$ cat src/rtl/fpr_pkg.sv
// Shared types and constants for the frame pattern replace block.
// Used by fpr_cell and frame_pattern_replace; depends on nothing.
`default_nettype none

package fpr_pkg;

	localparam int ByteW  = 8;
	localparam int CfgIdxW = 3;
	localparam int CfgDataW = 64;
	localparam int PatBytes = 8;
	localparam int MacBytes = 12;
	localparam int PosW = 4;

	typedef enum logic [CfgIdxW-1:0] {
		REG_PATTERN     = 3'd0,
		REG_REPLACEMENT = 3'd1,
		REG_LENGTH      = 3'd2,
		REG_POLICY_PORT = 3'd3,
		REG_DEST_MAC    = 3'd4,
		REG_SOURCE_MAC  = 3'd5
	} cfg_reg_t;

	localparam logic [47:0] DestMacReset   = 48'h5254_0020_0082;
	localparam logic [47:0] SourceMacReset = 48'h5254_0030_0082;

	// Per-cycle control that the top level hands to every window cell.
	typedef struct packed {
		logic shift;
		logic replace;
	} cell_ctrl_t;

	// Header byte at a given output position; byte 0 is the top byte of the destination.
	function automatic logic [ByteW-1:0] mac_byte(input logic [47:0] dst,
	                                             input logic [47:0] src,
	                                             input logic [PosW-1:0] pos);
		logic [ByteW-1:0] b;
		b = '0;
		case (pos)
			4'd0:  b = dst[47:40];
			4'd1:  b = dst[39:32];
			4'd2:  b = dst[31:24];
			4'd3:  b = dst[23:16];
			4'd4:  b = dst[15:8];
			4'd5:  b = dst[7:0];
			4'd6:  b = src[47:40];
			4'd7:  b = src[39:32];
			4'd8:  b = src[31:24];
			4'd9:  b = src[23:16];
			4'd10: b = src[15:8];
			4'd11: b = src[7:0];
			default: b = '0;
		endcase
		return b;
	endfunction

endpackage

`default_nettype wire

$ cat src/rtl/frame_pattern_replace.sv
// A byte enters the output register when the request that lets it go is accepted,
// pattern_length-1 requests after its own; throughput is one byte per cycle while the
// output does not stall and no frame end drains. The last byte of a frame holds the input
// while the window drains, one byte per cycle through the single output register unless it stalls.
// Reset clears window count, header position, handshake state; config takes its defaults.
// Depends on fpr_pkg and fpr_cell.
`default_nettype none

module frame_pattern_replace #(
	parameter int WINDOW_MAX = 8
) (
	input  wire logic                         clk,
	input  wire logic                         arst_n,
	input  wire logic                         cfg_we,
	input  wire logic [fpr_pkg::CfgIdxW-1:0]  cfg_index,
	input  wire logic [fpr_pkg::CfgDataW-1:0] cfg_data,
	input  wire logic                         in_valid,
	output logic                              in_stall,
	input  wire logic [7:0]                   frame_byte,
	input  wire logic [3:0]                   ingress_port,
	input  wire logic                         last_byte,
	output logic                              out_valid,
	input  wire logic                         out_stall,
	output logic [7:0]                        out_byte,
	output logic                              out_last
);

	localparam int LW     = $clog2(WINDOW_MAX + 1);
	localparam int LenMax = (WINDOW_MAX < fpr_pkg::PatBytes) ? WINDOW_MAX : fpr_pkg::PatBytes;
	localparam int BW     = fpr_pkg::ByteW;

	// Configuration registers.
	logic [63:0] pattern_q;
	logic [63:0] replacement_q;
	logic [3:0]  length_q;
	logic [3:0]  policy_port_q;
	logic [47:0] dest_mac_q;
	logic [47:0] source_mac_q;

	// Window control.
	logic [LW-1:0]            fill_q;
	logic [fpr_pkg::PosW-1:0] pos_q;
	logic                     pend_q;
	logic                     pport_q;
	logic                     plast_q;

	logic                     out_valid_q;
	logic [BW-1:0]            out_byte_q;
	logic                     out_last_q;

	logic [LW-1:0]            len_eff;
	logic                     accept;
	logic                     active;
	logic                     port_sel;
	logic                     last_sel;
	logic                     emit_ok;
	logic [LW-1:0]            fill_a;
	logic [LW-1:0]            fill_n;
	logic                     need_a;
	logic                     need_n;
	logic                     emit;
	logic                     all_eq;
	logic                     emit_last;
	logic [BW-1:0]            emit_byte;
	fpr_pkg::cell_ctrl_t      ctrl;

	logic [WINDOW_MAX-1:0]    cell_eq;
	logic [BW-1:0]            cell_repl [WINDOW_MAX];

	always_comb begin
		if (length_q == 4'd0) begin
			len_eff = LW'(1);
		end else if (int'(length_q) > LenMax) begin
			len_eff = LW'(LenMax);
		end else begin
			len_eff = LW'(length_q);
		end
	end

	assign emit_ok  = !out_valid_q || !out_stall;
	assign in_stall = pend_q || !emit_ok;
	assign accept   = in_valid && !in_stall;
	assign active   = accept || pend_q;
	assign port_sel = accept ? (ingress_port == policy_port_q) : pport_q;
	assign last_sel = accept ? last_byte : plast_q;
	assign all_eq   = &cell_eq;

	always_comb begin
		fill_a    = accept ? fill_q + LW'(1) : fill_q;
		// Bytes are tested while the window is full; on the last byte the rest drains untested.
		need_a    = (fill_a >= len_eff) || (last_sel && fill_a != '0);
		emit      = active && need_a && emit_ok;
		fill_n    = emit ? fill_a - LW'(1) : fill_a;
		need_n    = (fill_n >= len_eff) || (last_sel && fill_n != '0);
		ctrl.shift   = emit;
		ctrl.replace = emit && (fill_a >= len_eff) && port_sel && all_eq;
		emit_last = last_sel && (fill_a == LW'(1));
		emit_byte = (pos_q < 4'(fpr_pkg::MacBytes)) ?
		            fpr_pkg::mac_byte(dest_mac_q, source_mac_q, pos_q) : cell_repl[0];
	end

	for (genvar k = 0; k < WINDOW_MAX; k++) begin : g_cell
		logic [BW-1:0] pat_k;
		logic [BW-1:0] rep_k;
		logic [BW-1:0] right_k;

		if (k < fpr_pkg::PatBytes) begin : g_pat
			assign pat_k = pattern_q[BW*k +: BW];
			assign rep_k = replacement_q[BW*k +: BW];
		end else begin : g_nopat
			assign pat_k = '0;
			assign rep_k = '0;
		end

		if (k == WINDOW_MAX - 1) begin : g_end
			assign right_k = '0;
		end else begin : g_mid
			assign right_k = cell_repl[k+1];
		end

		fpr_cell u_cell (
			.clk        (clk),
			.ctrl       (ctrl),
			.load       (accept && (fill_q == LW'(k))),
			.in_byte    (frame_byte),
			.pat_byte   (pat_k),
			.rep_byte   (rep_k),
			.in_use     (len_eff > LW'(k)),
			.right_byte (right_k),
			.eq         (cell_eq[k]),
			.repl_byte  (cell_repl[k])
		);
	end

	always_ff @(posedge clk or negedge arst_n) begin
		if (!arst_n) begin
			pattern_q     <= '0;
			replacement_q <= '0;
			length_q      <= 4'd1;
			policy_port_q <= '0;
			dest_mac_q    <= fpr_pkg::DestMacReset;
			source_mac_q  <= fpr_pkg::SourceMacReset;
		end else if (cfg_we) begin
			case (cfg_index)
				fpr_pkg::REG_PATTERN:     pattern_q     <= cfg_data;
				fpr_pkg::REG_REPLACEMENT: replacement_q <= cfg_data;
				fpr_pkg::REG_LENGTH:      length_q      <= cfg_data[3:0];
				fpr_pkg::REG_POLICY_PORT: policy_port_q <= cfg_data[3:0];
				fpr_pkg::REG_DEST_MAC:    dest_mac_q    <= cfg_data[47:0];
				fpr_pkg::REG_SOURCE_MAC:  source_mac_q  <= cfg_data[47:0];
				default: ;
			endcase
		end
	end

	always_ff @(posedge clk or negedge arst_n) begin
		if (!arst_n) begin
			fill_q      <= '0;
			pos_q       <= '0;
			pend_q      <= 1'b0;
			pport_q     <= 1'b0;
			plast_q     <= 1'b0;
			out_valid_q <= 1'b0;
		end else begin
			fill_q <= fill_n;
			pend_q <= active && need_n;
			if (accept) begin
				pport_q <= port_sel;
				plast_q <= last_byte;
			end
			if (emit) begin
				out_valid_q <= 1'b1;
				if (emit_last) begin
					pos_q <= '0;
				end else if (pos_q < 4'(fpr_pkg::MacBytes)) begin
					pos_q <= pos_q + 4'd1;
				end
			end else if (!out_stall) begin
				out_valid_q <= 1'b0;
			end
		end
	end

	always_ff @(posedge clk) begin
		if (emit) begin
			out_byte_q <= emit_byte;
			out_last_q <= emit_last;
		end
	end

	assign out_valid = out_valid_q;
	assign out_byte  = out_byte_q;
	assign out_last  = out_last_q;

endmodule

`default_nettype wire

$ cat src/rtl/fpr_cell.sv
// One byte cell of the delay window: load, compare, overwrite and shift left.
// Depends on fpr_pkg for the cell control struct.
`default_nettype none

module fpr_cell (
	input  wire logic                      clk,
	input  wire fpr_pkg::cell_ctrl_t       ctrl,
	input  wire logic                      load,
	input  wire logic [fpr_pkg::ByteW-1:0] in_byte,
	input  wire logic [fpr_pkg::ByteW-1:0] pat_byte,
	input  wire logic [fpr_pkg::ByteW-1:0] rep_byte,
	input  wire logic                      in_use,
	input  wire logic [fpr_pkg::ByteW-1:0] right_byte,
	output logic                           eq,
	output logic [fpr_pkg::ByteW-1:0]      repl_byte
);

	logic [fpr_pkg::ByteW-1:0] byte_q;
	logic [fpr_pkg::ByteW-1:0] cur;

	always_comb begin
		cur       = load ? in_byte : byte_q;
		// Cells past the pattern length never block a match.
		eq        = !in_use || (cur == pat_byte);
		repl_byte = (ctrl.replace && in_use) ? rep_byte : cur;
	end

	always_ff @(posedge clk) begin
		byte_q <= ctrl.shift ? right_byte : repl_byte;
	end

endmodule

`default_nettype wire

$ cat config.mk
export PLATFORM = sky130hd
export DESIGN_NAME = frame_pattern_replace
export DESIGN_NICKNAME = d
export VERILOG_FILES = /design/src/rtl/fpr_pkg.sv /design/src/rtl/frame_pattern_replace.sv /design/src/rtl/fpr_cell.sv
export SDC_FILE = /design/constraint.sdc
export NUM_CORES = 1
export LEC_CHECK = 0
export ABC_AREA = 1
export ABC_CLOCK_PERIOD_IN_PS = 4300
export BUFFER_PORTS_ARGS = -buffer_cell sky130_fd_sc_hd__buf_2
export CAP_MARGIN = 20
export CORE_AREA = 2 2 151 182
export CTS_BUF_LIST = sky130_fd_sc_hd__clkbuf_8 sky130_fd_sc_hd__clkbuf_16
export CTS_CLUSTER_SIZE = 28
export DETAILED_ROUTE_END_ITERATION = 12
export DIE_AREA = 0 0 153 184
export GPL_ROUTABILITY_DRIVEN = 0
export PLACE_DENSITY = 0.9
export SLEW_MARGIN = 10
export SYNTH_ARGS = -nofsm -noshare
export SYNTH_HDL_FRONTEND = slang
export SYNTH_SLANG_ARGS = --single-unit
export TNS_END_PERCENT = 1
$ cat constraint.sdc
create_clock -name clk -period 4.3 [get_ports clk]
set_input_delay 0.86 -clock clk [delete_from_list [all_inputs] [get_ports clk]]
set_output_delay 0.86 -clock clk [all_outputs]
set_load 0.05 [all_outputs]
==> results by group, run 1 <==
STA
  • RSZ-0062 raised after global routing: false
  • Final Skew: 19.75 ps
  • Slew margin rel.: 20.59%
  • Worst hold slack: 440.9 ps
  • Least-Margin Pin Slew: 1161 ps
  • Final setup TNS: 0 ps
  • Finish-stage setup viols: 0
  • Final Max Tran Viols: 0
  • Max Clk Rate: 251.1 MHz
  • Clock period minus worst slack: 3983 ps
  • Fin crit share: 92.62%
  • Final Hold Viols: 0

Yosys
  • Synth Flop Type: dfrtp_1
  • Area leader, netlist: dfrtp_1
  • Syn_area_per_cell: 7.532 um2
  • #FFs+latches synth: 317
  • Post-synth top cells: nand2_1 (888), o21ai_0 (283), dfrtp_1 (224)
  • Synthesized area: 15820 um2
  • Post-synth EDFFs: 9
  • Synth area leaders: dfrtp_1 (35%), nand2_1 (21%), o21ai_0 (9.0%), dfxtp_1 (8.1%), inv_1 (3.6%)
  • Syn Inst Count: 2101
  • Most frequent cell after synthesis: nand2_1
  • Yosys warns: 0
  • Yosys cell types: 39
  • FFs w/ async S/R, synth: 76.97%
  • Synth Net Count: 2204
  • Share of the synthesized area in the top cell type: 35.42%
  • Sequential fraction of the synthesis area: 48.55%

Global routing
  • Vias in the first global route: 15119
  • Largest net degree at the start of global routing: 129
  • Total GRT Usage: 34.44%
  • GRT overflow: 0
  • First-pass GRT wire length: 77570 um
  • Initial antenna violation count: 1

Power and ir drop
  • Gate power share: 33.3%
  • Switching pwr: 4.355 mW
  • Clock power share: 28.6%
  • Sequential power share: 38.1%
  • Pwr Density: 622.6 nW/um2
  • Sw Ratio: 39.48%
  • P_int: 6.676 mW
  • Pleak: 9.207 nW
  • Max VDD drop: 0.0003920 V

Die
  • Die Area: 28150 um2
  • Die Height: 184 um
  • Initial Utilization: 60.24%
  • IO Pins: 96
  • Row count: 65
  • Core ar.: 26270 um2
  • Die W: 153 um

Final layout
  • Non-Filler Instances: 2518
  • Layout area overhead: 11.96%
  • Fin area: 17720 um2
  • Ant diodes: 0
  • Layout Nets: 2260
  • Layout cells sized above 1: 10.35%

Clock network
  • CTS Hold Buffers Added: 0
  • # resized after CTS: 0
  • Clk sinks: 317
  • CTS Buf Count: 34
  • Root Buffer: clkbuf_16
  • Skew-Pair Late Insertion Delay: 530 ps
  • CTS clk-pin slew, worst paths: 60 ps
  • Postcts setup bufs: 0
  • H-tree depth: 2
  • CTS tree: done
  • Maximum clock insertion buffer count: 3

Worst setup path
  • Flop2flop setup slack: 320 ps
  • CP Data Arrival Time: 4390 ps
  • CP most frequent cell: nand2_1
  • Critical path peak fanout: 18
  • Worst EP required: 4710 ps
  • CP max stage delay: 570 ps
  • CP Capture Type: flop
  • Critical path launch point type: flop
  • Critical-path top delay cell: dfrtp_1
  • Setup Crit Path Kind: reg -> reg
  • Worst reg-to-reg path cell count: 20
  • Critical-path cell list: inv_1 -> nand2_1 -> nand2_1 -> buf_4 -> o21ai_0 -> ha_1 -> nand4_1 -> nand3_1 -> inv_1 -> nand2_1 -> nand3_2 -> inv_2 -> nand3_1 -> nor2_4 -> buf_4 -> nand3_1 -> nand2_1 -> nand2_1 -> nand2_1 -> nand2_1

Run
  • # Max-Cap Violations: 0

Detailed routing
  • Final WL: 48390 um
  • Drt wl/cell: 19.22 um
  • Via density: 6.116
  • Residual DRC: 0
  • DRT iter0 DRCs: 1877
  • DRT antenna net count: 0
  • Drt pass-1 iters: 9
  • Vias: 15401

Status
  • Status: finished, final reports clean

Placement
  • Detailed Place HPWL: 32560 um
  • Placed insts: 2454
  • Port Buffers: 95
  • DP Area: 16470 um2

Worst hold path
  • HP Class: in -> async
-- critical path: cells and delay by family (launching register included) --
kind,cells,cell delay [ps]
flops,1,570
fa+ha+maj,1,360
buf+inv,5,910
simple gates,13,1770
compound gates,1,230
-- final cells by class --
cell class / count / area (um2)
Clock buffer: 43 / 1020
Clock inverter: 19 / 198.9
Fill cell: 2019 / 8552
Inverter: 158 / 593.1
Multi-Input combinational cell: 1528 / 7099
Sequential cell: 317 / 7682
Tap cell: 335 / 419.2
Timing Repair Buffer: 118 / 704.4
-- sequential cells by signal (all words and copies together), names as in the netlist --
| signal | cells |
|---|---|
| plast_q | 1 |
| source_mac_q | 48 |
| length_q | 4 |
| pos_q | 4 |
| out_last | 1 |
| policy_port_q | 4 |
| pend_q | 1 |
| dest_mac_q | 48 |
| fill_q | 4 |
| out_byte | 8 |
| replacement_q | 64 |
| g_cell.u_cell.byte_q | 64 |
| pattern_q | 64 |
| out_valid | 1 |
| pport_q | 1 |
-- layer usage --
layer	share of wire, %	global-route usage [%]
met1	34	41.28
met2	46	56.22
met3	10	5.799
met4	8.9	25.44
met5	0	0
-- logic make-up after synthesis --
kind of cell             count (synthesis)  synth area share [%]
adder cells (fa/ha/maj)                 18                 1.423
flip-flops                             317                 48.55
XOR/XNOR                                16                0.8856
buffers and inverters                  256                 6.713
AND/OR/NAND/NOR                       1143                 30.63
AO/OA/AOI/OAI                          351                 11.80
-- stage by stage --
| step | utilization, % | total power [mW] | setup slack, ps |
|---|---|---|---|
| floorplan | - | 6.621 | 555.1 |
| global placement | 62.69 | 7.517 | 381.6 |
| detailed placement | 62.70 | 7.700 | 284.9 |
| CTS | 67.34 | 10.88 | 503.9 |
| global route | 67.44 | 11.54 | 99.58 |
| finish | 67.44 | 11.03 | 317.3 |
-- layout by cell type, fill, tap and decap left out, types with 6 or more instances in the layout --
cell	count
o21bai_1	11
nand2_1	884
a221oi_1	6
nand3_1	87
o21ai_0	283
ha_1	18
dfxtp_1	64
nand3b_1	25
a21oi_1	14
nor2_1	46
inv_1	158
nand2_2	7
nor2_4	8
buf_4	18
buf_2	94
xor2_1	11
clkbuf_16	38
edfxtp_1	9
nand4_1	73
a22o_1	6
o21ai_1	19
dfstp_2	20
dfrtp_1	224
-- power groups by stage --
stage	Clock, mW	Combinational [mW]	Sequential, mW
after floorplan	0	2.41	4.21
after global placement	0	3.34	4.18
after detailed placement	0	3.49	4.21
after CTS	3.14	3.56	4.17
after global routing	3.25	4.03	4.25
final	3.16	3.67	4.20
-- final timing paths --
| path | start | to |
|---|---|---|
| min reg2reg | dest_mac_q[35] | dest_mac_q[35] |
| max | length_q[3] | g_cell[1].u_cell.byte_q[2] |
| max in group asynchronous | arst_n | dest_mac_q[38] |
| min | arst_n | replacement_q[60] |
| max reg2reg | length_q[3] | g_cell[1].u_cell.byte_q[2] |
| min in group clk | dest_mac_q[35] | dest_mac_q[35] |
No activity file was read; power rests on OpenSTA's default activity.
==> inputs of run 2 (changes only) <==
--- a/config.mk
+++ b/config.mk
@@ -15,7 +15,7 @@
 export DETAILED_ROUTE_END_ITERATION = 12
 export DIE_AREA = 0 0 153 184
 export GPL_ROUTABILITY_DRIVEN = 0
-export PLACE_DENSITY = 0.9
+export PLACE_DENSITY = 0.88
 export SLEW_MARGIN = 10
 export SYNTH_ARGS = -nofsm -noshare
 export SYNTH_HDL_FRONTEND = slang
==> results by group, run 2 (synthesis results as in run 1) <==
Detailed routing
  • Via density: 5.971
  • Drt pass-1 iters: 6
  • DRT antenna net count: 0
  • Final WL: 47160 um
  • Vias: 15095
  • Drt wl/cell: 18.66 um
  • DRT iter0 DRCs: 1560
  • Residual DRC: 0

Global routing
  • First-pass GRT wire length: 74950 um
  • Vias in the first global route: 14886
  • GRT overflow: 0
  • Initial antenna violation count: 0
  • Total GRT Usage: 33.55%
  • Largest net degree at the start of global routing: 97

Final layout
  • Commonest cells after routing, fill and taps aside: nand2_1 (884), o21ai_0 (283), dfrtp_1 (224)
  • Layout Nets: 2268
  • Layout area overhead: 12.01%
  • Commonest non-fill, non-tap cell in the layout: nand2_1
  • Largest regs: g_cell.u_cell.byte_q x64, pattern_q x64, replacement_q x64
  • Layout cells sized above 1: 10.86%

Power and ir drop
  • Pwr Density: 610.6 nW/um2
  • Max VDD drop: 0.0004561 V
  • Pleak: 9.224 nW

Worst setup path
  • Setup Crit Path Kind: reg -> reg
  • Critical-path cell list: nand3_2 -> nor2_4 -> nand2_1 -> nand2_1 -> xor2_1 -> nand2_1 -> nor2_1 -> nand2_1 -> nand2_1 -> nand2_1 -> nor2_4 -> nand3_1 -> nand2_1 -> nand2_1 -> nand2_1 -> nand2_1
  • Critical path peak fanout: 18
  • Worst reg-to-reg path cell count: 16
  • CP Capture Type: flop
  • Critical-path top delay cell: dfrtp_1
  • Critical R2R Capture: g_cell[6].u_cell.byte_q[1]
  • CP most frequent cell: nand2_1
  • CP Data Arrival Time: 4090 ps
  • Worst EP required: 4700 ps
  • CP max stage delay: 680 ps
  • Critical path launch point type: flop
  • RR Startpoint: fill_q[2]
  • Flop2flop setup slack: 610 ps

Clock network
  • CTS Buf Count: 35
  • CTS tree: done
  • Root Buffer: clkbuf_16
  • CTS Hold Buffers Added: 0
  • Maximum clock insertion buffer count: 3
  • Skew-Pair Late Insertion Delay: 530 ps
  • CTS clk-pin slew, worst paths: 60 ps
  • # resized after CTS: 0
  • Postcts setup bufs: 0
  • H-tree depth: 2
  • Clk sinks: 317

STA
  • RSZ-0062 raised after global routing: false
  • Final setup TNS: 0 ps
  • Final Max Tran Viols: 0
  • Fin crit share: 85.92%
  • Final Hold Viols: 0
  • Final Skew: 21.69 ps
  • Worst hold slack: 333.5 ps
  • Clock period minus worst slack: 3694 ps
  • Finish-stage setup viols: 0
  • Slew margin rel.: 28.28%
  • Least-Margin Pin Slew: 1049 ps
  • Max Clk Rate: 270.7 MHz

Die
  • Die W: 153 um
  • Row count: 65
  • Core ar.: 26270 um2
  • Die Area: 28150 um2
  • Die Height: 184 um
  • Initial Utilization: 60.24%
  • IO Pins: 96

Status
  • Status: finished, final reports clean

Run
  • # Max-Cap Violations: 0

Placement
  • Port Buffers: 95
  • Detailed Place HPWL: 32410 um

Worst hold path
  • HP Class: in -> async
[run 2: report_power, final]
group	switching, mW	internal (mW)	leakage (nW)	total, mW
registers	0.447	3.74	3.62	4.19
clock network	1.25	1.77	0.598	3.03
logic	2.54	1.07	5.00	3.61
[run 2: cell type report]
cell class	count	area, um2
Clock buffer	43	997.2
Timing Repair Buffer	125	760.7
Clock inverter	21	170.2
Fill cell	2067	8544
Tap cell	335	419.2
Sequential cell	317	7682
Multi-Input combinational cell	1528	7099
Inverter	158	593.1
Antenna cell	1	2.502
[run 2: routing by layer]
layer	share of wire [%]	global-route usage, %	vias up
li1	-	-	6935
met1	36	39.53	7050
met2	48	56.47	887
met3	9.3	5.988	223
met4	7.3	22.37	0
met5	0	0	-
[run 2: through the flow]
stage	instances	area [um2]	setup WS (ps)	power (mW)	util, %
detailed placement	2463	16550	243.1	7.704	63.02
global route	2527	17720	352.2	11.38	67.46
global placement	2463	16550	326.0	7.564	63.02
CTS	2527	17720	714.6	10.73	67.46
finish	2528	17720	605.6	10.82	67.47
floorplan	2101	15820	555.1	6.621	-
[run 2: how the worst max path moves through the flow]
| stage | start | endpoint |
|---|---|---|
| floorplan | out_stall | out_byte[0] |
| global placement | out_stall | g_cell[5].u_cell.byte_q[5] |
| detailed placement | out_stall | pos_q[3] |
| CTS | fill_q[1] | g_cell[4].u_cell.byte_q[7] |
| global route | fill_q[1] | g_cell[5].u_cell.byte_q[0] |
| finish | fill_q[2] | g_cell[6].u_cell.byte_q[1] |
[run 2: critical path: cells and delay by family (launching register included)]
family | cells | cell delay, ps
simple gates | 15 | 2730
flops | 1 | 680
xor+xnor | 1 | 160
